## src/rtl/assert_macros.svh

```systemverilog
// Assertion macros for the RTL; chr_latch_bank_mapper_top includes them.
// Each macro takes a label, an antecedent and a consequent, clocked on clk_i
// and disabled while rst_ni is low.
`ifndef ASSERT_MACROS_SVH
`define ASSERT_MACROS_SVH

// The consequent holds in the same cycle as the antecedent.
`define ASSERT_SAME(lbl, ante, cons) \
  lbl: assert property (@(posedge clk_i) disable iff (!rst_ni) (ante) |-> (cons)) \
    else $error("assertion failed in same cycle check");

// The consequent holds in the cycle after the antecedent.
`define ASSERT_NEXT(lbl, ante, cons) \
  lbl: assert property (@(posedge clk_i) disable iff (!rst_ni) (ante) |=> (cons)) \
    else $error("assertion failed in next cycle check");

`endif

```

## src/rtl/clbm_pkg.sv

```systemverilog
// ----------------------------------------------------------------------------
// clbm_pkg
// Types and constants shared by the latch bank mapper modules.
// ----------------------------------------------------------------------------
`default_nettype none

package clbm_pkg;

  localparam logic [1:0] CMD_CPU_RD = 2'd0;
  localparam logic [1:0] CMD_CPU_WR = 2'd1;
  localparam logic [1:0] CMD_PPU_RD = 2'd2;
  localparam logic [1:0] CMD_PPU_WR = 2'd3;

  localparam logic [2:0] TGT_NONE    = 3'd0;
  localparam logic [2:0] TGT_PRG_ROM = 3'd1;
  localparam logic [2:0] TGT_PRG_RAM = 3'd2;
  localparam logic [2:0] TGT_CHR_ROM = 3'd3;
  localparam logic [2:0] TGT_CHR_RAM = 3'd4;

  localparam logic [1:0] REG_PRG_COUNT = 2'd0;
  localparam logic [1:0] REG_PRG_MASK  = 2'd1;
  localparam logic [1:0] REG_CHR_MASK  = 2'd2;
  localparam logic [1:0] REG_CHR_RAM   = 2'd3;

  localparam logic [3:0] WR_PRG_BANK = 4'hA;
  localparam logic [3:0] WR_PAGE_LFD = 4'hB;
  localparam logic [3:0] WR_PAGE_LFE = 4'hC;
  localparam logic [3:0] WR_PAGE_RFD = 4'hD;
  localparam logic [3:0] WR_PAGE_RFE = 4'hE;

  localparam logic [13:0] TRIG_FD_LO = 14'h0FD8;
  localparam logic [13:0] TRIG_FD_HI = 14'h1FD8;
  localparam logic [13:0] TRIG_FE_LO = 14'h0FE8;
  localparam logic [13:0] TRIG_FE_HI = 14'h1FE8;

  localparam logic [15:0] ADDR_PRG_RAM = 16'h6000;
  localparam logic [15:0] ADDR_PRG_SW  = 16'h8000;
  localparam logic [15:0] ADDR_PRG_FIX = 16'hA000;

  localparam int unsigned BANK_W  = 4;
  localparam int unsigned COUNT_W = 6;

  typedef struct packed {
    logic                 start;
    logic [BANK_W-1:0]    dividend;
    logic [COUNT_W-1:0]   divisor;
  } mod_ctrl_t;

  typedef struct packed {
    logic                 busy;
    logic                 valid;
    logic [BANK_W-1:0]    remainder;
  } mod_sts_t;

endpackage

`default_nettype wire

```

## src/rtl/clbm_mod_unit.sv

```systemverilog
// ----------------------------------------------------------------------------
// clbm_mod_unit
// Restoring remainder unit: one compare and subtract per cycle, one bit of
// the bank number per step. A zero divisor leaves the bank number unchanged.
// ----------------------------------------------------------------------------
`default_nettype none

module clbm_mod_unit (
  input  wire logic                clk_i,
  input  wire logic                rst_ni,
  input  wire clbm_pkg::mod_ctrl_t ctrl_i,
  output      clbm_pkg::mod_sts_t  sts_o
);

  localparam int unsigned CntW = $clog2(clbm_pkg::BANK_W);

  logic                         busy_q, busy_d;
  logic                         valid_q, valid_d;
  logic [CntW-1:0]              cnt_q, cnt_d;
  logic [clbm_pkg::BANK_W-1:0]  dvd_q, dvd_d;
  logic [clbm_pkg::COUNT_W-1:0] dvs_q, dvs_d;
  logic [clbm_pkg::BANK_W-1:0]  rem_q, rem_d;
  logic [clbm_pkg::BANK_W:0]    shifted;
  logic [clbm_pkg::COUNT_W-1:0] diff;

  always_comb begin
    busy_d  = busy_q;
    valid_d = valid_q;
    cnt_d   = cnt_q;
    dvd_d   = dvd_q;
    dvs_d   = dvs_q;
    rem_d   = rem_q;
    shifted = {rem_q, dvd_q[cnt_q]};
    diff    = clbm_pkg::COUNT_W'(shifted) - dvs_q;
    if (ctrl_i.start) begin
      busy_d  = 1'b1;
      valid_d = 1'b0;
      cnt_d   = CntW'(clbm_pkg::BANK_W - 1);
      dvd_d   = ctrl_i.dividend;
      dvs_d   = ctrl_i.divisor;
      rem_d   = '0;
    end else if (busy_q) begin
      if (clbm_pkg::COUNT_W'(shifted) >= dvs_q) begin
        rem_d = diff[clbm_pkg::BANK_W-1:0];
      end else begin
        rem_d = shifted[clbm_pkg::BANK_W-1:0];
      end
      if (cnt_q == '0) begin
        busy_d  = 1'b0;
        valid_d = 1'b1;
      end else begin
        cnt_d = cnt_q - 1'b1;
      end
    end
  end

  always_ff @(posedge clk_i or negedge rst_ni) begin
    if (!rst_ni) begin
      busy_q  <= 1'b0;
      valid_q <= 1'b0;
      cnt_q   <= '0;
    end else begin
      busy_q  <= busy_d;
      valid_q <= valid_d;
      cnt_q   <= cnt_d;
    end
  end

  always_ff @(posedge clk_i) begin
    dvd_q <= dvd_d;
    dvs_q <= dvs_d;
    rem_q <= rem_d;
  end

  assign sts_o.busy      = busy_q;
  assign sts_o.valid     = valid_q;
  assign sts_o.remainder = rem_q;

endmodule

`default_nettype wire

```

## src/rtl/chr_latch_bank_mapper_top.sv

```systemverilog
// ----------------------------------------------------------------------------
// chr_latch_bank_mapper_top
// Cartridge bank mapper with pattern-fetch latches for CPU and PPU accesses.
//
// Channel   Dir  Handshake        Content
// s_*       in   tvalid/tready    bus access: tuser command, tdata address+data
// m_*       out  tvalid/tready    mapped access: tuser target, tdata address+data
// apb       in   psel/penable     configuration registers, 4 bytes apart
//
// A transaction is decoded at its acceptance edge, then takes four steps of the
// remainder unit and one load. A new transaction is accepted only when the
// sequencer is idle, which is from the cycle after the load.
// A result that is not taken stalls the sequencer before the load.
// Reset clears control state, the latches and the banks, and sets the registers to their defaults.
// ----------------------------------------------------------------------------
`default_nettype none
`include "assert_macros.svh"

module chr_latch_bank_mapper_top (
  input  wire logic        clk_i,
  input  wire logic        rst_ni,
  input  wire logic        s_tvalid,
  output      logic        s_tready,
  input  wire logic [23:0] s_tdata,   // bus_address[15:0], write_data[23:16]
  input  wire logic [1:0]  s_tuser,   // command[1:0]
  output      logic        m_tvalid,
  input  wire logic        m_tready,
  output      logic [31:0] m_tdata,   // mapped_address[17:0], store_write[18],
                                      // store_data[26:19], zero
  output      logic [2:0]  m_tuser,   // target[2:0]
  input  wire logic        psel,
  input  wire logic        penable,
  input  wire logic        pwrite,
  input  wire logic [3:0]  paddr,
  input  wire logic [31:0] pwdata,
  output      logic [31:0] prdata,
  output      logic        pready
);

  localparam logic [1:0] ST_IDLE = 2'd0;
  localparam logic [1:0] ST_CALC = 2'd1;

  logic [1:0]  state_q, state_d;
  logic [5:0]  prg_count_q;
  logic [17:0] prg_mask_q;
  logic [16:0] chr_mask_q;
  logic        chr_ram_q;
  logic [3:0]  prg_bank_q;
  logic [4:0]  pages_q [4];
  logic [1:0]  latch_q, latch_d;

  logic        item_acc, cfg_wr, finish;
  logic [1:0]  cmd;
  logic [15:0] baddr;
  logic [7:0]  wdata;
  logic [13:0] paddr14;
  logic        half;
  logic [15:0] rel;
  logic [4:0]  fix_bank;
  logic [4:0]  page;

  logic [2:0]  dec_tgt;
  logic [17:0] dec_addr;
  logic        dec_wr;
  logic [7:0]  dec_data;
  logic        dec_sw;

  logic [2:0]  held_tgt_q;
  logic [17:0] held_addr_q;
  logic        held_wr_q;
  logic [7:0]  held_data_q;
  logic        held_sw_q;
  logic [12:0] held_low_q;
  logic [17:0] fin_addr;

  logic        out_valid_q;
  logic [2:0]  out_tgt_q;
  logic [17:0] out_addr_q;
  logic        out_wr_q;
  logic [7:0]  out_data_q;

  clbm_pkg::mod_ctrl_t mod_ctrl;
  clbm_pkg::mod_sts_t  mod_sts;

  assign s_tready = (state_q == ST_IDLE);
  assign item_acc = s_tvalid && s_tready;
  assign cfg_wr   = psel && penable && pwrite && pready;
  assign pready   = 1'b1;

  assign cmd     = s_tuser;
  assign baddr   = s_tdata[15:0];
  assign wdata   = s_tdata[23:16];
  assign paddr14 = baddr[13:0];
  assign half    = paddr14[12];
  assign rel     = baddr - clbm_pkg::ADDR_PRG_FIX;
  assign fix_bank = 5'(rel[14:13]) + prg_count_q[4:0] - 5'd3;

  always_comb begin
    latch_d = latch_q;
    if (cmd == clbm_pkg::CMD_PPU_RD && !paddr14[13]) begin
      if (paddr14 == clbm_pkg::TRIG_FD_LO || paddr14 == clbm_pkg::TRIG_FD_HI) begin
        latch_d[half] = 1'b0;
      end else if (paddr14 == clbm_pkg::TRIG_FE_LO || paddr14 == clbm_pkg::TRIG_FE_HI) begin
        latch_d[half] = 1'b1;
      end
    end
  end

  assign page = pages_q[{half, latch_d[half]}];

  always_comb begin
    dec_tgt  = clbm_pkg::TGT_NONE;
    dec_addr = '0;
    dec_wr   = 1'b0;
    dec_data = '0;
    dec_sw   = 1'b0;
    unique case (cmd)
      clbm_pkg::CMD_CPU_RD: begin
        if (baddr < clbm_pkg::ADDR_PRG_RAM) begin
          dec_tgt = clbm_pkg::TGT_NONE;
        end else if (baddr < clbm_pkg::ADDR_PRG_SW) begin
          dec_tgt  = clbm_pkg::TGT_PRG_RAM;
          dec_addr = 18'(baddr[12:0]);
        end else if (baddr < clbm_pkg::ADDR_PRG_FIX) begin
          dec_tgt = clbm_pkg::TGT_PRG_ROM;
          dec_sw  = 1'b1;
        end else begin
          dec_tgt  = clbm_pkg::TGT_PRG_ROM;
          dec_addr = {fix_bank, rel[12:0]} & prg_mask_q;
        end
      end
      clbm_pkg::CMD_CPU_WR: begin
        if (baddr >= clbm_pkg::ADDR_PRG_RAM && baddr < clbm_pkg::ADDR_PRG_SW) begin
          dec_tgt  = clbm_pkg::TGT_PRG_RAM;
          dec_addr = 18'(baddr[12:0]);
          dec_wr   = 1'b1;
          dec_data = wdata;
        end
      end
      clbm_pkg::CMD_PPU_RD: begin
        if (!paddr14[13]) begin
          if (chr_ram_q) begin
            dec_tgt  = clbm_pkg::TGT_CHR_RAM;
            dec_addr = 18'(paddr14[12:0]);
          end else begin
            dec_tgt  = clbm_pkg::TGT_CHR_ROM;
            dec_addr = 18'({page, paddr14[11:0]} & chr_mask_q);
          end
        end
      end
      clbm_pkg::CMD_PPU_WR: begin
        if (!paddr14[13] && chr_ram_q) begin
          dec_tgt  = clbm_pkg::TGT_CHR_RAM;
          dec_addr = 18'(paddr14[12:0]);
          dec_wr   = 1'b1;
          dec_data = wdata;
        end
      end
      default: dec_tgt = clbm_pkg::TGT_NONE;
    endcase
  end

  assign mod_ctrl.start    = item_acc;
  assign mod_ctrl.dividend = prg_bank_q;
  assign mod_ctrl.divisor  = prg_count_q;

  clbm_mod_unit u_mod (
    .clk_i  (clk_i),
    .rst_ni (rst_ni),
    .ctrl_i (mod_ctrl),
    .sts_o  (mod_sts)
  );

  assign finish   = (state_q == ST_CALC) && mod_sts.valid && (!out_valid_q || m_tready);
  assign fin_addr = held_sw_q ? ({1'b0, mod_sts.remainder, held_low_q} & prg_mask_q)
                              : held_addr_q;

  always_comb begin
    state_d = state_q;
    unique case (state_q)
      ST_IDLE: if (item_acc) state_d = ST_CALC;
      ST_CALC: if (finish) state_d = ST_IDLE;
      default: state_d = ST_IDLE;
    endcase
  end

  always_ff @(posedge clk_i or negedge rst_ni) begin
    if (!rst_ni) begin
      state_q     <= ST_IDLE;
      prg_count_q <= 6'd16;
      prg_mask_q  <= 18'h1FFFF;
      chr_mask_q  <= 17'h1FFFF;
      chr_ram_q   <= 1'b0;
      prg_bank_q  <= '0;
      pages_q     <= '{default: '0};
      latch_q     <= '0;
      out_valid_q <= 1'b0;
    end else begin
      state_q <= state_d;
      if (cfg_wr) begin
        unique case (paddr[3:2])
          clbm_pkg::REG_PRG_COUNT: prg_count_q <= pwdata[5:0];
          clbm_pkg::REG_PRG_MASK:  prg_mask_q  <= pwdata[17:0];
          clbm_pkg::REG_CHR_MASK:  chr_mask_q  <= pwdata[16:0];
          clbm_pkg::REG_CHR_RAM:   chr_ram_q   <= pwdata[0];
          default: ;
        endcase
      end
      if (item_acc) begin
        latch_q <= latch_d;
        if (cmd == clbm_pkg::CMD_CPU_WR) begin
          unique case (baddr[15:12])
            clbm_pkg::WR_PRG_BANK: prg_bank_q <= wdata[3:0];
            clbm_pkg::WR_PAGE_LFD: pages_q[0] <= wdata[4:0];
            clbm_pkg::WR_PAGE_LFE: pages_q[1] <= wdata[4:0];
            clbm_pkg::WR_PAGE_RFD: pages_q[2] <= wdata[4:0];
            clbm_pkg::WR_PAGE_RFE: pages_q[3] <= wdata[4:0];
            default: ;
          endcase
        end
      end
      if (finish) begin
        out_valid_q <= 1'b1;
      end else if (m_tready) begin
        out_valid_q <= 1'b0;
      end
    end
  end

  always_ff @(posedge clk_i) begin
    if (item_acc) begin
      held_tgt_q  <= dec_tgt;
      held_addr_q <= dec_addr;
      held_wr_q   <= dec_wr;
      held_data_q <= dec_data;
      held_sw_q   <= dec_sw;
      held_low_q  <= baddr[12:0];
    end
    if (finish) begin
      out_tgt_q  <= held_tgt_q;
      out_addr_q <= fin_addr;
      out_wr_q   <= held_wr_q;
      out_data_q <= held_data_q;
    end
  end

  always_comb begin
    prdata = '0;
    unique case (paddr[3:2])
      clbm_pkg::REG_PRG_COUNT: prdata = 32'(prg_count_q);
      clbm_pkg::REG_PRG_MASK:  prdata = 32'(prg_mask_q);
      clbm_pkg::REG_CHR_MASK:  prdata = 32'(chr_mask_q);
      clbm_pkg::REG_CHR_RAM:   prdata = 32'(chr_ram_q);
      default:                 prdata = '0;
    endcase
  end

  assign m_tvalid = out_valid_q;
  assign m_tuser  = out_tgt_q;
  assign m_tdata  = {5'd0, out_data_q, out_wr_q, out_addr_q};

  `ASSERT_NEXT(a_accept_starts_unit, s_tvalid && s_tready, mod_sts.busy && !s_tready)
  `ASSERT_SAME(a_none_zero_addr, m_tvalid && m_tuser == clbm_pkg::TGT_NONE, m_tdata[17:0] == '0)
  `ASSERT_SAME(a_no_write_zero_data, m_tvalid && !m_tdata[18], m_tdata[26:19] == '0)
  `ASSERT_NEXT(a_stalled_result_holds, m_tvalid && !m_tready, m_tvalid && $stable(m_tdata))

endmodule

`default_nettype wire
```

## config.mk

```make
export PLATFORM = sky130hd
export DESIGN_NAME = chr_latch_bank_mapper_top
export DESIGN_NICKNAME = d
export VERILOG_FILES = /design/src/rtl/clbm_pkg.sv /design/src/rtl/clbm_mod_unit.sv /design/src/rtl/chr_latch_bank_mapper_top.sv
export VERILOG_INCLUDE_DIRS = /design/src /design/src/rtl
export SDC_FILE = /design/constraint.sdc
export NUM_CORES = 1
export LEC_CHECK = 0
export BUFFER_PORTS_ARGS = -buffer_cell sky130_fd_sc_hd__buf_2
export CAP_MARGIN = 0
export CORE_AREA = 2 2 148 92
export CTS_BUF_LIST = sky130_fd_sc_hd__clkbuf_16
export DETAILED_ROUTE_END_ITERATION = 12
export DIE_AREA = 0 0 150 94
export GPL_ROUTABILITY_DRIVEN = 0
export PLACE_DENSITY = 0.83
export REMOVE_ABC_BUFFERS = 1
export SYNTH_ARGS = -nofsm -noshare
export SYNTH_HDL_FRONTEND = slang
export SYNTH_SLANG_ARGS = --single-unit
```

## constraint.sdc

```tcl
create_clock -name clk_i -period 3.5 [get_ports clk_i]
set_input_delay 0.175 -clock clk_i [delete_from_list [all_inputs] [get_ports clk_i]]
set_output_delay 0.175 -clock clk_i [all_outputs]
set_load 0.02 [all_outputs]
```

==> results_dict.tcl, run 1 <==
set metrics [dict create \
    status "completed" \
    cts_max_path_buffers 2 \
    period_share_pct 78.96 \
    max_slew.worst_pin.slew_ns 1.208 \
    max_cap_violations 0 \
    seqPwrFrac_pct 47.8 \
    drc 0 \
    critical_path_required_ns 3.79 \
    wl_mm 18.18 \
    final_layout_size_suffix_gt1_share_pct 36.79 \
    grt_antenna_before_repair 0 \
    insertion_delay_ns 0.43 \
    synth.lib_cells_used.distinct 54 \
    ios 139 \
    async_sr_flop_fraction_pct 45.68 \
    ys_dominant_reg_cell "sky130_fd_sc_hd__edfxtp_1" \
    grt_max_degree 51 \
    synthMuxAreaShare_pct 13.23 \
    drt-pass1-iter-count 6 \
    report.final.slew_viol_count 0 \
    synth-compound-area-share_pct 10.22 \
    drt-vias-per-instance 5.861 \
    timing.setup.critical_path_class "in2reg" \
    finalNetCount 790 \
    detailroute.via_count 5234 \
    period_minus_slack_ns 2.764 \
    yosys.area_share.simple_pct 8.577 \
    hold_viol_final 0 \
    pwr-share-comb_pct 21.6 \
    synth-adder-area-share_pct 2.028 \
    p_leak_nw 3.764 \
    min-delay-path-class "in2reg" \
    ys_seq_area_share_pct 59.76 \
    post_cts_buffers 0 \
    grt_overflow 0 \
    worst_slew_margin_rel_pct 19.32 \
    cts_buffers 17 \
    power_switching_share_pct 31.49 \
    synth.largest_area_cell "sky130_fd_sc_hd__edfxtp_1" \
    area_growth_pct 19.13 \
    die_area_sq_um 14100 \
    ctsRootBufferMaster "sky130_fd_sc_hd__clkbuf_16" \
    tritoncts "built" \
    die_width_microns 150 \
    n_fill_cell 841 \
    detail_route.wl_per_cell_microns 20.35 \
    yosysTopAreaCellShare_pct 33.51 \
    fmax_mhz 361.8 \
    cts_resized 0 \
    core_area_sq_um 12650 \
    power.ir.vdd_worst_mv 0.3864 \
    critical_path_peak_fanout 13 \
    yosys_warnings 0 \
    floorplan.die.height_microns 94 \
    avgSynthCellArea_sq_um 12.78 \
    clk_pin_slew_worst_paths_ns 0.06 \
    worst_clock_skew_ns 0.009088 \
    report.final.setup_viol 0 \
    htreeDepth 4 \
    power-per-cell-area_nw_per_um2 681.1 \
    drtIter0Drc 561 \
    number_of_buffers_inserted_for_hold_repair_after_clock_tree_synthesis 25 \
    io_port_bufs 102 \
    synthMostInstantiatedCell "sky130_fd_sc_hd__edfxtp_1" \
    hpwl_mm 12.73 \
    synth_enable_flop_cells 84 \
    synth-xor-area-share_pct 0.6981 \
    worst_hold_margin_ns 0.003406 \
    finalSetupTns_ns 0 \
    p_int_mw 4.184 \
    clock_power_share_pct 30.7 \
    grt_first_pass_wirelength_mm 28.09 \
    grtUsageTotal_pct 27.35 \
    synth.area.top_cells "sky130_fd_sc_hd__edfxtp_1 (34%), sky130_fd_sc_hd__dfrtp_1 (13%), sky130_fd_sc_hd__dfstp_2 (12%), sky130_fd_sc_hd__mux2_2 (11%), sky130_fd_sc_hd__o21ai_0 (3.4%)" \
    synth.cell_area_sq_um 7527 \
    worstSetupEndpointType "flop" \
    grt_setup_unrepaired "false" \
    synth_top_family_by_area "multiplexers" \
    netSwitchingPower_mw 1.923 \
    row_count 32 \
    grt_pass1_vias 5174 \
    worstSetupStartpointType "input port" \
    post_synth_most_frequent_cells "sky130_fd_sc_hd__edfxtp_1 (84), sky130_fd_sc_hd__mux2_2 (72), sky130_fd_sc_hd__o21ai_0 (51)" \
    number_of_instances_in_the_synthesized_netlist 589 \
    antenna_left 0 \
    synth-seq-cells 162 \
    initial_core_util_pct 59.49 \
    clock_sinks 162 \
    cp_data_arrival_time_ns 3.05 \
    inserted_diodes 0 \
]
per-stage QoR:
stage | utilization [%] | worst slack, ns | cell area [sq um] | std cells | total power [mW]
2_1_floorplan | - | 1.076 | 7321 | 556 | 3.688
3_3_place_gp | 64.18 | 1.048 | 8120 | 836 | 4.104
3_5_place_dp | 64.18 | 0.9301 | 8120 | 836 | 4.208
4_1_cts | 70.88 | 0.8884 | 8967 | 893 | 6.084
5_1_grt | 70.88 | 0.6021 | 8967 | 893 | 6.369
6_report | 70.88 | 0.7364 | 8967 | 893 | 6.108
state kept, by name (all words and copies together), names as in the netlist, 4 cells and up:
name and count:
u_mod.rem_q 4, out_data_q 8, u_mod.dvd_q 4, held_low_q 13, u_mod.dvs_q 6, prg_bank_q 4
prg_count_q 6, held_addr_q 18, chr_mask_q 17, pages_q 20, out_addr_q 18, held_data_q 8
prg_mask_q 18
cells by family after synthesis:
| logic type | Yosys count |
|---|---|
| AO/OA/AOI/OAI | 116 |
| XOR/XNOR | 6 |
| adder cells (fa/ha/maj) | 11 |
| buffers and inverters | 86 |
| flip-flops | 162 |
| multiplexers | 88 |
| other | 2 |
| AND/OR/NAND/NOR | 118 |
cell type report:
cell class / instances / area (sq um) / share of cell area, %
clock buffers: 17 / 425.4 / 4.744
clock inverters: 15 / 171.4 / 1.912
inverters: 35 / 131.4 / 1.465
multi-input cells: 359 / 2708 / 30.19
flip-flops and latches: 162 / 4498 / 50.16
well taps: 170 / 212.7 / 2.372
repair buffers: 135 / 820.8 / 9.153
power by group through the flow:
stage / Sequential, mW / Combinational [mW] / Clock (mW)
6_report: 2.92 / 1.32 / 1.87
5_1_grt: 2.97 / 1.44 / 1.96
4_1_cts: 2.90 / 1.31 / 1.88
3_5_place_dp: 2.93 / 1.28 / 0
3_3_place_gp: 2.90 / 1.21 / 0
2_1_floorplan: 2.93 / 0.753 / 0
layout by cell type, fill, tap and decap left out, types with 3 or more instances in the layout:
cell type | netlist | layout
sky130_fd_sc_hd__nor3b_1 | 5 | 4
sky130_fd_sc_hd__mux2i_1 | 14 | 14
sky130_fd_sc_hd__dlygate4sd3_1 | 0 | 25
sky130_fd_sc_hd__and2_1 | 11 | 11
sky130_fd_sc_hd__nor2b_1 | 4 | 4
sky130_fd_sc_hd__a21boi_0 | 13 | 13
sky130_fd_sc_hd__nand2_1 | 28 | 28
sky130_fd_sc_hd__o211ai_2 | 4 | 4
sky130_fd_sc_hd__nor4_1 | 4 | 4
sky130_fd_sc_hd__nor3_1 | 3 | 3
sky130_fd_sc_hd__nand3b_1 | 4 | 4
sky130_fd_sc_hd__xor2_1 | 3 | 3
sky130_fd_sc_hd__inv_6 | 0 | 5
sky130_fd_sc_hd__inv_1 | 35 | 35
sky130_fd_sc_hd__dfrtp_1 | 39 | 39
sky130_fd_sc_hd__edfxtp_1 | 84 | 84
sky130_fd_sc_hd__a22o_1 | 11 | 11
sky130_fd_sc_hd__a21oi_1 | 11 | 10
sky130_fd_sc_hd__ha_1 | 9 | 9
sky130_fd_sc_hd__o21a_1 | 13 | 13
sky130_fd_sc_hd__buf_4 | 21 | 8
sky130_fd_sc_hd__xnor2_1 | 3 | 3
sky130_fd_sc_hd__dfstp_2 | 35 | 35
sky130_fd_sc_hd__dfxtp_1 | 4 | 4
sky130_fd_sc_hd__o21ai_0 | 51 | 51
sky130_fd_sc_hd__mux2_2 | 72 | 72
sky130_fd_sc_hd__buf_2 | 3 | 102
sky130_fd_sc_hd__nand3_1 | 30 | 30
sky130_fd_sc_hd__nor2_1 | 12 | 12
sky130_fd_sc_hd__conb_1 | 2 | 20
sky130_fd_sc_hd__clkbuf_16 | 0 | 17
sky130_fd_sc_hd__clkinv_4 | 0 | 3
critical path, cell delays in order:
cell and delay, ns:
sky130_fd_sc_hd__dlygate4sd3_1 0.55, sky130_fd_sc_hd__buf_2 0.15, sky130_fd_sc_hd__nor4_1 0.49, sky130_fd_sc_hd__nand4_1 0.23, sky130_fd_sc_hd__a211oi_1 0.40, sky130_fd_sc_hd__nor2_1 0.07, sky130_fd_sc_hd__nor2_1 0.49, sky130_fd_sc_hd__buf_4 0.32
sky130_fd_sc_hd__o21a_1 0.18
worst paths after layout:
kind                                start        endpoint  slack [ns]  cells after the start
max                            s_tdata[0]  held_addr_q[9]        0.74                      9
min                             pwdata[4]   prg_mask_q[4]       0.003                      2
max reg2reg                u_mod.cnt_q[0]  u_mod.rem_q[0]        0.90                      9
min reg2reg                held_data_q[4]   out_data_q[4]        0.42                      0
max in group asynchronous          rst_ni   chr_mask_q[5]        2.13                      3
min in group asynchronous          rst_ni     pages_q[16]        0.50                      2
routing by layer:
metal  GRT usage (%)  share of wire, %  wire [microns]
met1           38.93                43            7831
met4           8.412               1.7             318
met5               0                 0               0
met3           9.369                11            2070
met2           39.84                44            7955
Note: power is estimated with default switching activity, not from simulation.
==> run 2, diff against run 1 <==
--- a/config.mk
+++ b/config.mk
@@ -8,12 +8,12 @@
 export LEC_CHECK = 0
 export BUFFER_PORTS_ARGS = -buffer_cell sky130_fd_sc_hd__buf_2
 export CAP_MARGIN = 0
-export CORE_AREA = 2 2 148 92
+export CORE_AREA = 2 2 153 95
 export CTS_BUF_LIST = sky130_fd_sc_hd__clkbuf_16
 export DETAILED_ROUTE_END_ITERATION = 12
-export DIE_AREA = 0 0 150 94
+export DIE_AREA = 0 0 155 97
 export GPL_ROUTABILITY_DRIVEN = 0
-export PLACE_DENSITY = 0.83
+export PLACE_DENSITY = 0.79
 export REMOVE_ABC_BUFFERS = 1
 export SYNTH_ARGS = -nofsm -noshare
 export SYNTH_HDL_FRONTEND = slang
==> constraint.sdc (replaced) <==
create_clock -name clk_i -period 2.7 [get_ports clk_i]
set_input_delay 0.135 -clock clk_i [delete_from_list [all_inputs] [get_ports clk_i]]
set_output_delay 0.135 -clock clk_i [all_outputs]
set_load 0.02 [all_outputs]
==> run 2 against run 1 <==
  * Clock power rose by 27%
  * Largest power group unchanged
  * Non-clock buffer count rose by 15
  * Clock-buffer cell count did not move
  * Routed wire length rose by 0.25%
  * Critical path type is now reg2reg
  * Sequential cell count did not move
  * Sequential power rose by 30%
  * Hold slack improved by 0.015 ns
  * First-iteration DRC count rose by 0.89%
  * Register-to-register slack got worse by 0.77 ns
  * Global-route usage fell by 2.0 points
  * Sequential share of layout area fell by 0.83 points
  * Design area rose by 1.7%
==> results_dict.tcl, run 2 (synthesis results as in run 1) <==
set metrics [dict create \
    status "completed" \
    mostFrequentLayoutCell "sky130_fd_sc_hd__buf_2" \
    largest_register_ffs 20 \
    finalSetupTns_ns 0 \
    top_register "pages_q" \
    instances_no_fill 914 \
    n_fill_cell 938 \
    grt_setup_unrepaired "false" \
    max_cap_violations 0 \
    hpwl_mm 12.83 \
    power-per-cell-area_nw_per_um2 865.6 \
    period_share_pct 95.21 \
    grtUsageTotal_pct 25.34 \
    drc 0 \
    worstSetupStartpointType "flop" \
    p_leak_nw 3.827 \
    worst_hold_margin_ns 0.01797 \
    cp_data_arrival_time_ns 2.90 \
    die_area_sq_um 15040 \
    totalPowerFinal_mw 7.892 \
    min-delay-path-class "in2reg" \
    insertion_delay_ns 0.43 \
    min_delay_path_depth 2 \
    report.final.setup_viol 0 \
    area_growth_pct 21.13 \
    grt_first_pass_wirelength_mm 28.69 \
    critical_path_required_ns 3.02 \
    worstSetupEndpointType "flop" \
    worst-r2r-cell-count 9 \
    grt_max_degree 36 \
    htreeDepth 4 \
    post_cts_buffers 0 \
    final_layout_size_suffix_gt1_share_pct 36.31 \
    power.ir.vdd_worst_mv 0.4378 \
    clock_sinks 162 \
    area_of_the_multi_input_gates_sq_um 2708 \
    report.final.slew_viol_count 0 \
    antenna_left 0 \
    cts_buffers 17 \
    floorplan.die.height_microns 97 \
    critical_path_peak_fanout 4 \
    fmax_mhz 389.0 \
    clk_pin_slew_worst_paths_ns 0.07 \
    max_slew.worst_pin.slew_ns 0.9752 \
    wl_mm 18.22 \
    ios 139 \
    hold_viol_final 0 \
    timing.setup.critical_path_class "reg2reg" \
    dpl_worst_slack_ns 0.1673 \
    drt-vias-per-instance 5.728 \
    fin_ws_ns 0.1293 \
    detailroute.via_count 5235 \
    layout.area.seq_sq_um 4498 \
    drt-pass1-iter-count 7 \
    detail_route.wl_per_cell_microns 19.93 \
    grt_pass1_vias 5147 \
    grt_overflow 0 \
    tritoncts "built" \
    io_port_bufs 102 \
    core_area_sq_um 13500 \
    drtIter0Drc 566 \
    mostFrequentLayoutCells "sky130_fd_sc_hd__buf_2 (102), sky130_fd_sc_hd__edfxtp_1 (84), sky130_fd_sc_hd__mux2_2 (72)" \
    row_count 33 \
    die_width_microns 155 \
    post-place-cells 845 \
    grt_antenna_before_repair 1 \
    worst_slew_margin_rel_pct 34.99 \
    cts_max_path_buffers 2 \
    worst_clock_skew_ns 0.008946 \
    initial_core_util_pct 55.75 \
    ctsRootBufferMaster "sky130_fd_sc_hd__clkbuf_16" \
    period_minus_slack_ns 2.571 \
    finalNetCount 805 \
]
[run 2: changes by cell type in the layout (fill, tap and decap cells not counted), sizes merged]
cell,change
dlygate4sd3,+11
clkinv,+7
clkinvlp,-1
diode,+1
inv,-6
buf,+4
[run 2: metal layers]
layer	track usage (%)	part of all wire [%]
met2	36.85	44
met3	5.018	9.5
met4	7.977	1.6
met1	38.47	45
met5	0	0
[run 2: per-stage QoR]
step / utilization [%] / instance area [sq um]
floorplan: - / 7321
global placement: 60.50 / 8169
detailed placement: 60.50 / 8169
CTS: 67.51 / 9115
global route: 67.53 / 9117
finish: 67.53 / 9117
[run 2: layout make-up]
class	instances	share of cell area, %
antenna	1	0.02745
clock buffer	17	4.666
clock inverter	15	1.757
inverter	35	1.441
multi-input combinational	359	29.70
sequential	162	49.33
tap	175	2.402
timing repair buffer	150	10.68
[run 2: path summary, 6_finish.rpt]
| kind | end | start | slack, ns |
|---|---|---|---|
| worst max-delay path | u_mod.rem_q[1] | u_mod.cnt_q[0] | 0.13 |
| worst min-delay path | prg_bank_q[0] | s_tdata[16] | 0.02 |
| worst max register to register | u_mod.rem_q[1] | u_mod.cnt_q[0] | 0.13 |
| worst min register to register | out_data_q[5] | held_data_q[5] | 0.42 |
| max in group asynchronous | chr_mask_q[5] | rst_ni | 1.72 |
| min in group asynchronous | prg_mask_q[17] | rst_ni | 0.27 |
[run 2: worst max-delay path, stage by stage (launching register included)]
cell,delay (ns)
sky130_fd_sc_hd__dfrtp_1,0.40
sky130_fd_sc_hd__mux4_2,0.33
sky130_fd_sc_hd__inv_1,0.05
sky130_fd_sc_hd__ha_1,0.20
sky130_fd_sc_hd__fa_1,0.41
sky130_fd_sc_hd__a21boi_1,0.15
sky130_fd_sc_hd__o21ai_1,0.10
sky130_fd_sc_hd__a211o_1,0.40
sky130_fd_sc_hd__mux2i_1,0.17
sky130_fd_sc_hd__a31o_2,0.26
[run 2: what timing repair did]
| item | in CTS | in global routing |
|---|---|---|
| resized for setup | 0 | 2 |
| hold buffers | 36 | 0 |
| setup endpoints to repair | 0 | 2 |
| endpoints found under the hold margin | 62 | 0 |
[run 2: where the power goes]
| group | internal [mW] | switching [mW] | total [mW] |
|---|---|---|---|
| Sequential | 3.34 | 0.455 | 3.80 |
| Clock | 1.37 | 1.00 | 2.37 |
| Combinational | 0.711 | 1.01 | 1.72 |
| Total | 5.42 | 2.47 | 7.89 |
